===== config.mk =====
export PLATFORM = sky130hd
export DESIGN_NAME = i2c_master_register_access_sequencer_unit
export DESIGN_NICKNAME = d
export VERILOG_FILES = /design/src/sv/i2cras_pkg.sv /design/src/sv/i2cras_queue.sv /design/src/sv/i2cras_front.sv /design/src/sv/i2cras_back.sv /design/src/sv/i2c_master_register_access_sequencer_unit.sv
export SDC_FILE = /design/constraint.sdc
export NUM_CORES = 1
export LEC_CHECK = 0
export BUFFER_PORTS_ARGS = -buffer_cell sky130_fd_sc_hd__buf_2
export CAP_MARGIN = 25
export CORE_MARGIN = 2
export CORE_UTILIZATION = 46
export DETAILED_ROUTE_END_ITERATION = 7
export PLACE_DENSITY = 0.71
export SLEW_MARGIN = 0
export SYNTH_ARGS = -nofsm -noshare
export SYNTH_HDL_FRONTEND = slang
export SYNTH_SLANG_ARGS = --single-unit

===== constraint.sdc =====
create_clock -name i_clk -period 2.8 [get_ports i_clk]
set_clock_uncertainty 0.15 [all_clocks]
set_input_delay 0.84 -clock i_clk [delete_from_list [all_inputs] [get_ports i_clk]]
set_output_delay 0.84 -clock i_clk [all_outputs]
set_load 0.005 [all_outputs]

===== src/sv/i2cras_pkg.sv =====
// Shared types and codes for the I2C register access sequencer.
`default_nettype none

package i2cras_pkg;

    localparam logic [2:0] KIND_WRITE_REQ     = 3'd0;
    localparam logic [2:0] KIND_READ_REQ      = 3'd1;
    localparam logic [2:0] KIND_START_SENT    = 3'd2;
    localparam logic [2:0] KIND_ADDR_SENT     = 3'd3;
    localparam logic [2:0] KIND_BYTE_RECEIVED = 3'd4;
    localparam logic [2:0] KIND_TX_EMPTY      = 3'd5;
    localparam logic [2:0] KIND_ERROR         = 3'd6;

    typedef enum logic [1:0] {
        STATUS_STANDBY = 2'd0,
        STATUS_BUSY    = 2'd1,
        STATUS_ERROR   = 2'd2
    } t_status;

    typedef enum logic [2:0] {
        OP_WRITE,
        OP_READ,
        OP_START,
        OP_ADDR,
        OP_RX,
        OP_TXE,
        OP_ERR,
        OP_NONE
    } t_op;

    typedef struct packed {
        t_op        op;
        logic [7:0] byte_a;
        logic [7:0] byte_b;
    } t_cmd;

    typedef struct packed {
        logic       tx_valid;
        logic [7:0] tx_byte;
        logic       ack_enable;
        logic       nack_request;
        logic       stop_request;
        logic       start_request;
        logic       read_valid;
        logic [7:0] read_byte;
        t_status    status;
    } t_res;

    typedef struct packed {
        logic empty;
        logic full;
    } t_qstat;

endpackage

`default_nettype wire


===== src/sv/i2cras_queue.sv =====
// Small first-in first-out word queue.
`default_nettype none

module i2cras_queue #(
    parameter int unsigned WIDTH = 8,
    parameter int unsigned DEPTH = 2
) (
    input  wire logic             i_clk,
    input  wire logic             i_rst_n,
    input  wire logic             i_wr,
    input  wire logic [WIDTH-1:0] i_wdata,
    input  wire logic             i_rd,
    output logic      [WIDTH-1:0] o_rdata,
    output i2cras_pkg::t_qstat    o_stat
);

    localparam int unsigned AW = (DEPTH > 1) ? $clog2(DEPTH) : 1;
    localparam int unsigned CW = $clog2(DEPTH + 1);

    logic [WIDTH-1:0] r_mem [DEPTH];
    logic [AW-1:0]    r_wp, n_wp;
    logic [AW-1:0]    r_rp, n_rp;
    logic [CW-1:0]    r_cnt, n_cnt;
    logic             w_wr_ok;
    logic             w_rd_ok;

    assign o_stat.empty = (r_cnt == '0);
    assign o_stat.full  = (r_cnt == CW'(DEPTH));
    assign w_wr_ok      = i_wr && !o_stat.full;
    assign w_rd_ok      = i_rd && !o_stat.empty;
    assign o_rdata      = r_mem[r_rp];

    always_comb begin
        n_wp  = r_wp;
        n_rp  = r_rp;
        n_cnt = r_cnt;
        if (w_wr_ok) begin
            n_wp = (r_wp == AW'(DEPTH - 1)) ? '0 : r_wp + 1'b1;
        end
        if (w_rd_ok) begin
            n_rp = (r_rp == AW'(DEPTH - 1)) ? '0 : r_rp + 1'b1;
        end
        if (w_wr_ok && !w_rd_ok) begin
            n_cnt = r_cnt + 1'b1;
        end else if (w_rd_ok && !w_wr_ok) begin
            n_cnt = r_cnt - 1'b1;
        end
    end

    always_ff @(posedge i_clk) begin
        if (!i_rst_n) begin
            r_wp  <= '0;
            r_rp  <= '0;
            r_cnt <= '0;
        end else begin
            r_wp  <= n_wp;
            r_rp  <= n_rp;
            r_cnt <= n_cnt;
        end
    end

    always_ff @(posedge i_clk) begin
        if (w_wr_ok) begin
            r_mem[r_wp] <= i_wdata;
        end
    end

endmodule

`default_nettype wire


===== src/sv/i2cras_front.sv =====
// Input side: accepts words and classifies them into commands.
`default_nettype none

module i2cras_front (
    input  wire logic               push,
    output logic                    full,
    input  wire logic [2:0]         i_kind,
    input  wire logic [7:0]         i_reg_addr,
    input  wire logic [7:0]         i_write_data,
    input  wire logic [7:0]         i_rx_byte,
    input  wire i2cras_pkg::t_qstat i_qstat,
    output logic                    o_wr,
    output i2cras_pkg::t_cmd        o_cmd
);

    assign full = i_qstat.full;
    assign o_wr = push && !i_qstat.full;

    always_comb begin
        o_cmd.byte_a = 8'd0;
        o_cmd.byte_b = 8'd0;
        case (i_kind)
            i2cras_pkg::KIND_WRITE_REQ: begin
                o_cmd.op     = i2cras_pkg::OP_WRITE;
                o_cmd.byte_a = i_reg_addr;
                o_cmd.byte_b = i_write_data;
            end
            i2cras_pkg::KIND_READ_REQ: begin
                o_cmd.op     = i2cras_pkg::OP_READ;
                o_cmd.byte_a = i_reg_addr;
            end
            i2cras_pkg::KIND_START_SENT:    o_cmd.op = i2cras_pkg::OP_START;
            i2cras_pkg::KIND_ADDR_SENT:     o_cmd.op = i2cras_pkg::OP_ADDR;
            i2cras_pkg::KIND_BYTE_RECEIVED: begin
                o_cmd.op     = i2cras_pkg::OP_RX;
                o_cmd.byte_a = i_rx_byte;
            end
            i2cras_pkg::KIND_TX_EMPTY:      o_cmd.op = i2cras_pkg::OP_TXE;
            i2cras_pkg::KIND_ERROR:         o_cmd.op = i2cras_pkg::OP_ERR;
            default:                        o_cmd.op = i2cras_pkg::OP_NONE;
        endcase
    end

endmodule

`default_nettype wire


===== src/sv/i2cras_back.sv =====
// Execution side: transaction state and command generation per command word.
`default_nettype none

module i2cras_back (
    input  wire logic               i_clk,
    input  wire logic               i_rst_n,
    input  wire logic               i_device_address_we,
    input  wire logic [6:0]         i_device_address,
    input  wire i2cras_pkg::t_cmd   i_cmd,
    input  wire i2cras_pkg::t_qstat i_cmd_stat,
    input  wire i2cras_pkg::t_qstat i_res_stat,
    output logic                    o_cmd_pop,
    output logic                    o_res_push,
    output i2cras_pkg::t_res        o_res
);

    logic [6:0]          r_dev;
    logic [7:0]          r_buf0, n_buf0;
    logic [7:0]          r_buf1, n_buf1;
    logic [1:0]          r_idx, n_idx;
    logic [1:0]          r_wlen, n_wlen;
    logic                r_rlen, n_rlen;
    logic                r_req_rd, n_req_rd;
    logic                r_ph_rd, n_ph_rd;
    i2cras_pkg::t_status r_stat, n_stat;
    logic                w_fire;
    logic [7:0]          w_buf_at_idx;
    logic [1:0]          w_idx_inc;

    assign w_fire     = !i_cmd_stat.empty && !i_res_stat.full;
    assign o_cmd_pop  = w_fire;
    assign o_res_push = w_fire;
    assign w_idx_inc  = r_idx + 2'd1;

    always_comb begin
        case (r_idx)
            2'd0:    w_buf_at_idx = r_buf0;
            2'd1:    w_buf_at_idx = r_buf1;
            default: w_buf_at_idx = 8'd0;
        endcase
    end

    always_comb begin
        n_buf0   = r_buf0;
        n_buf1   = r_buf1;
        n_idx    = r_idx;
        n_wlen   = r_wlen;
        n_rlen   = r_rlen;
        n_req_rd = r_req_rd;
        n_ph_rd  = r_ph_rd;
        n_stat   = r_stat;
        o_res    = '0;
        case (i_cmd.op)
            i2cras_pkg::OP_WRITE: begin
                n_req_rd = 1'b0;
                n_wlen   = 2'd2;
                n_buf0   = i_cmd.byte_a;
                n_buf1   = i_cmd.byte_b;
                n_idx    = 2'd0;
                n_ph_rd  = 1'b0;
                n_stat   = i2cras_pkg::STATUS_BUSY;
                o_res.start_request = 1'b1;
            end
            i2cras_pkg::OP_READ: begin
                n_req_rd = 1'b1;
                n_rlen   = 1'b1;
                n_wlen   = 2'd1;
                n_buf0   = i_cmd.byte_a;
                n_idx    = 2'd0;
                n_ph_rd  = 1'b0;
                n_stat   = i2cras_pkg::STATUS_BUSY;
                o_res.start_request = 1'b1;
            end
            i2cras_pkg::OP_START: begin
                o_res.tx_valid = 1'b1;
                o_res.tx_byte  = {r_dev, r_ph_rd};
            end
            i2cras_pkg::OP_ADDR: begin
                n_idx            = 2'd0;
                o_res.ack_enable = 1'b1;
                if (!r_ph_rd) begin
                    if (r_wlen != 2'd0) begin
                        o_res.tx_valid = 1'b1;
                        o_res.tx_byte  = r_buf0;
                        n_idx          = 2'd1;
                    end
                end else if (r_rlen) begin
                    o_res.nack_request = 1'b1;
                    o_res.stop_request = 1'b1;
                end
            end
            i2cras_pkg::OP_RX: begin
                if (r_rlen) begin
                    n_ph_rd = 1'b0;
                end
                if (r_idx == 2'd0) begin
                    n_buf0 = i_cmd.byte_a;
                end
                if (r_idx == 2'd1) begin
                    n_buf1 = i_cmd.byte_a;
                end
                n_idx = w_idx_inc;
                if (w_idx_inc == {1'b0, r_rlen}) begin
                    n_stat = i2cras_pkg::STATUS_STANDBY;
                end
                o_res.read_valid = 1'b1;
                o_res.read_byte  = i_cmd.byte_a;
            end
            i2cras_pkg::OP_TXE: begin
                if (r_idx < r_wlen) begin
                    if (!r_req_rd && ({1'b0, r_idx} + 3'd1 == {1'b0, r_wlen})) begin
                        o_res.stop_request = 1'b1;
                        n_rlen             = 1'b0;
                        n_wlen             = 2'd0;
                    end
                    o_res.tx_valid = 1'b1;
                    o_res.tx_byte  = w_buf_at_idx;
                    n_idx          = w_idx_inc;
                end else if (r_req_rd) begin
                    n_ph_rd             = 1'b1;
                    o_res.start_request = 1'b1;
                end else begin
                    n_stat = i2cras_pkg::STATUS_STANDBY;
                end
            end
            i2cras_pkg::OP_ERR: begin
                n_stat = i2cras_pkg::STATUS_ERROR;
            end
            default: begin
            end
        endcase
        o_res.status = n_stat;
    end

    always_ff @(posedge i_clk) begin
        if (!i_rst_n) begin
            r_dev    <= 7'd0;
            r_idx    <= 2'd0;
            r_wlen   <= 2'd0;
            r_rlen   <= 1'b0;
            r_req_rd <= 1'b0;
            r_ph_rd  <= 1'b0;
            r_stat   <= i2cras_pkg::STATUS_STANDBY;
        end else begin
            if (i_device_address_we) begin
                r_dev <= i_device_address;
            end
            if (w_fire) begin
                r_idx    <= n_idx;
                r_wlen   <= n_wlen;
                r_rlen   <= n_rlen;
                r_req_rd <= n_req_rd;
                r_ph_rd  <= n_ph_rd;
                r_stat   <= n_stat;
            end
        end
    end

    always_ff @(posedge i_clk) begin
        if (w_fire) begin
            r_buf0 <= n_buf0;
            r_buf1 <= n_buf1;
        end
    end

endmodule

`default_nettype wire


===== src/sv/i2c_master_register_access_sequencer_unit.sv =====
// I2C master register access sequencer: top level.
//
// Input channel: drive kind and the request or event bytes with push high; the
// word is taken at a clock edge where push is high and full is low.
// Result channel: while empty is low the oldest result is on the o_ ports; it is
// taken at a clock edge where pop is high and empty is low.
// Device address register: written at an edge with i_device_address_we high; the user
// must write it only while no words are in flight, as the block does not enforce this.
// A word taken into the command queue is executed against the transaction state once
// it is at the head of that queue and the result queue has room; its result is visible from that edge on.
// Throughput: one word per cycle while the result queue has room, set by the execution stage.
// A command queue of CMD_DEPTH words and a result queue of RES_DEPTH words sit
// between the input, the execution stage and the output; if pop stays low the
// result queue fills, execution stops, and full rises once the command queue
// fills too. No word is lost or repeated.
// Reset (synchronous, active low): both queues empty, status standby, device
// address zero.
`default_nettype none

module i2c_master_register_access_sequencer_unit #(
    parameter int unsigned CMD_DEPTH = 2,
    parameter int unsigned RES_DEPTH = 2
) (
    input  wire logic       i_clk,
    input  wire logic       i_rst_n,
    input  wire logic       i_device_address_we,
    input  wire logic [6:0] i_device_address,
    input  wire logic       push,
    output logic            full,
    input  wire logic [2:0] i_kind,
    input  wire logic [7:0] i_reg_addr,
    input  wire logic [7:0] i_write_data,
    input  wire logic [7:0] i_rx_byte,
    output logic            empty,
    input  wire logic       pop,
    output logic            o_tx_valid,
    output logic [7:0]      o_tx_byte,
    output logic            o_ack_enable,
    output logic            o_nack_request,
    output logic            o_stop_request,
    output logic            o_start_request,
    output logic            o_read_valid,
    output logic [7:0]      o_read_byte,
    output logic [1:0]      o_status
);

    localparam int unsigned CMD_W = $bits(i2cras_pkg::t_cmd);
    localparam int unsigned RES_W = $bits(i2cras_pkg::t_res);

    i2cras_pkg::t_cmd   w_cmd_in;
    i2cras_pkg::t_cmd   w_cmd_out;
    i2cras_pkg::t_res   w_res_in;
    i2cras_pkg::t_res   w_res_out;
    i2cras_pkg::t_qstat w_cmd_stat;
    i2cras_pkg::t_qstat w_res_stat;
    logic               w_cmd_wr;
    logic               w_cmd_pop;
    logic               w_res_push;
    logic [CMD_W-1:0]   w_cmd_rdata;
    logic [RES_W-1:0]   w_res_rdata;

    i2cras_front u_front (
        .push         (push),
        .full         (full),
        .i_kind       (i_kind),
        .i_reg_addr   (i_reg_addr),
        .i_write_data (i_write_data),
        .i_rx_byte    (i_rx_byte),
        .i_qstat      (w_cmd_stat),
        .o_wr         (w_cmd_wr),
        .o_cmd        (w_cmd_in)
    );

    i2cras_queue #(
        .WIDTH (CMD_W),
        .DEPTH (CMD_DEPTH)
    ) u_cmd_q (
        .i_clk   (i_clk),
        .i_rst_n (i_rst_n),
        .i_wr    (w_cmd_wr),
        .i_wdata (w_cmd_in),
        .i_rd    (w_cmd_pop),
        .o_rdata (w_cmd_rdata),
        .o_stat  (w_cmd_stat)
    );

    assign w_cmd_out = i2cras_pkg::t_cmd'(w_cmd_rdata);

    i2cras_back u_back (
        .i_clk               (i_clk),
        .i_rst_n             (i_rst_n),
        .i_device_address_we (i_device_address_we),
        .i_device_address    (i_device_address),
        .i_cmd               (w_cmd_out),
        .i_cmd_stat          (w_cmd_stat),
        .i_res_stat          (w_res_stat),
        .o_cmd_pop           (w_cmd_pop),
        .o_res_push          (w_res_push),
        .o_res               (w_res_in)
    );

    i2cras_queue #(
        .WIDTH (RES_W),
        .DEPTH (RES_DEPTH)
    ) u_res_q (
        .i_clk   (i_clk),
        .i_rst_n (i_rst_n),
        .i_wr    (w_res_push),
        .i_wdata (w_res_in),
        .i_rd    (pop),
        .o_rdata (w_res_rdata),
        .o_stat  (w_res_stat)
    );

    assign w_res_out       = i2cras_pkg::t_res'(w_res_rdata);
    assign empty           = w_res_stat.empty;
    assign o_tx_valid      = w_res_out.tx_valid;
    assign o_tx_byte       = w_res_out.tx_byte;
    assign o_ack_enable    = w_res_out.ack_enable;
    assign o_nack_request  = w_res_out.nack_request;
    assign o_stop_request  = w_res_out.stop_request;
    assign o_start_request = w_res_out.start_request;
    assign o_read_valid    = w_res_out.read_valid;
    assign o_read_byte     = w_res_out.read_byte;
    assign o_status        = w_res_out.status;

endmodule

`default_nettype wire


==> run metrics <==
routed vias=3,332; remaining antenna violation count=0; core box area=0.01152 sq mm; Fin. Hold Viols=0; R2R Path Start=u_back.r_idx[0]; simple-gate share of the synthesized area=9.630%; Slew @ Worst Pin=between 0.7 and 0.8 ns; clk slew on worst S/H paths=0.05 ns; IO Port Bufs=64; post-CTS sizing=0; DP HPWL=about 6900 um; Chip Height=roughly 110 um; Slew headroom=49.90%; Synth Area in Compound Gates=9.105%; Synth Cell Area=0.005483 sq mm; status=finished with violations; Tot GR Track Use=around 17%; largest family of logic cells by synthesized area=multiplexers; critical path data arrival time=~1.6 ns; ys async rst share=0%; CTS sink cnt=approximately 130; Worst path slowest cell=mux2_2; Hold Path End=u_back.r_stat[0]; n_diodes=0; GP Congestion=0.8798; Post-Synthesis Cells=400; flop2flop setup slack=~0.30 ns; clock root buffer=clkbuf_16; routed len/inst=15.81 um; Synth top area share=55.86%; Max VDD drop=0.5112 mV; initial drt markers=191; syn avg cell area=13.71 sq um; drc violations=4; I/O Pins=65; violated checks=DRC; kind of cell adding the most delay to the critical path=buffers and inverters; synth top area cells=edfxtp_1 56%, dfxtp_1 9.5%, mux2_2 6.8%; Finished Layout Cells=roughly 630; sequential area share after synthesis=between 60% and 70%; TNS Setup=0 ns; H-tree Lvls=4; cell-by-cell trace of the critical path=buf_4 > mux2_2 > buf_2; worst hold start=u_back.r_stat[0]; post-synth top area cell=edfxtp_1; first-pass GRT wire length=16,220 um; dpl cells=600; largest net degree at the start of global routing=27; Crit Path Category=reg -> out; #FFs+latches synth=128; Power Density=1057 mW/mm^2; Post-CTS Setup Inserts=0; R2R depth=6; hold crit path type=reg -> reg; hold depth=2; Synth cell types=44; Syn Nets=446; layout net count=522; fmax=393.4 MHz; unrepaired setup endpoints after global routing=no; Yosys Warn Count=0; final setup vio count=0; Synth top cells by count=102 x edfxtp_1, 33 x mux2_2, 27 x nor2_1, 26 x dfxtp_1; Initial Util=47.61%; Area Overhead vs Synth=21.15%; worst path bufs/invs=2; CTS tree=built; post-synthesis mux area share=11.00%; layout cells sized above 1=30.67%; number of max-cap violations=0; post-synthesis adder-cell area fraction=between 1.5 and 2%; via density per instance=between 5 and 6; CTS Buf Count=17; vias in the first global route=around 3,300; Die X=113.2 um; Slew Limit Fails=0; Post-CTS Hold Fix Bufs=0; delay of the slowest critical-path stage=0.39 ns; Core Rows=39; Clock Latency Late Sink=0.41 ns; initial antenna violation count=0; EDFF count, synth=between 100 and 150; total iterations of the first detailed-routing run=6; min cycle time layout=about 2.5 ns; Final period util=90.79%; CP Max Fanout=24; post-synthesis xor/xnor area fraction=under 10%; CTS Buffer Depth=2; most frequent cell after synthesis=edfxtp_1; LEAKAGE=between 2 and 3 nW; r2r endpoint=u_res_q.r_mem[0][12]; Routed WL=9991 um; Crit. End Element=primary output; CP startpoint kind=register; total global routing overflow=0; Main synth FF type=edfxtp_1; Die ar.=~0.013 sq mm; Req. time, crit path=1.81 ns
==> logic make-up after synthesis <==
| logic type | after synthesis |
|---|---|
| compound gates | 76 |
| xor+xnor | 8 |
| fa+ha+maj | 7 |
| buf+inv | 28 |
| flops | 128 |
| mux | 54 |
| simple gates | 99 |
==> cell type report <==
type / instances / area [sq um]
timing repair buffer: 76 / 410.4
clock buffer: 18 / 429.2
sequential: 128 / 3583
clock inverter: 14 / 214.0
multi-input combinational: 244 / 1793
tap: 143 / 178.9
fill: 926 / 4873
inverter: 9 / 33.78
==> placed cells by master (no fill, tap or decap), drive strengths merged, types with 2 or more instances in the layout <==
master / count
a21oi: 17
a21boi: 7
xnor2: 5
ha: 7
nor2b: 17
clkinvlp: 2
or3: 3
nand2: 14
clkinv: 6
bufinv: 5
and2: 16
o21a: 2
o21ai: 17
nor2: 29
nor3: 4
mux2: 35
o21bai: 8
xor2: 3
nor4: 2
and3: 9
a22oi: 16
mux2i: 19
inv: 10
clkbuf: 18
buf: 76
dfxtp: 26
edfxtp: 102
nand2b: 2
==> worst max path at each step <==
stage,startpoint,end,depth (start not counted)
CTS,register,o_read_valid,3
finish,register,o_read_valid,3
floorplan,u_res_q.r_cnt[0],u_res_q.r_mem[0][0],4
global route,u_back.r_idx[0],u_res_q.r_mem[0][12],6
detailed placement,u_back.r_idx[0],u_res_q.r_mem[0][12],6
global placement,u_back.r_idx[0],u_res_q.r_mem[0][12],6
==> report_power, final <==
group / switching (mW) / total (mW) / internal [mW]
sequential: 0.187 / 2.84 / 2.65
clock: 0.765 / 2.34 / 1.58
combinational: 0.996 / 1.84 / 0.843
==> worst reg2reg max path, cell delays in order (launching register included) <==
cell and delay [ns]:
dfxtp_1 0.42, inv_1 0.11, ha_1 0.27, or3_1 0.33, nor4_1 0.58, a21oi_1 0.14
nor2_1 0.29
==> through the flow <==
step	cell area (sq um)	power (mW)	hold WS (ns)	setup slack, ns	utilization [%]
final	6643	7.022	0.3421	0.2578	57.68
after global routing	6643	7.405	0.3773	0.05654	57.68
after CTS	6643	7.090	0.3425	0.2407	57.68
after detailed placement	6000	4.714	0.3323	0.3750	52.10
after global placement	6000	4.649	0.3210	0.4846	52.10
after floorplan	5483	4.085	0.3069	0.3637	-
==> sequential cells by signal (all words and copies together), names as in the netlist, 2 cells and up, named ones only <==
name           count
u_res_q.r_mem     48
u_cmd_q.r_cnt      2
u_back.r_dev       7
u_back.r_buf1      8
u_back.r_idx       2
u_back.r_buf0      8
u_res_q.r_cnt      2
u_back.r_stat      2
u_back.r_wlen      2
u_cmd_q.r_mem     38
==> per-layer routing <==
| layer | GRT usage (%) | part of all wire [%] | up-vias |
|---|---|---|---|
| li1 | - | - | 1650 |
| met1 | 21.58 | 46 | 1570 |
| met3 | 3.964 | 5.3 | 11 |
| met2 | 25.95 | 47 | 101 |
| met4 | 8.780 | 1.8 | 0 |
| met5 | 0 | 0 | - |
Power figures use the tool's default switching activity.
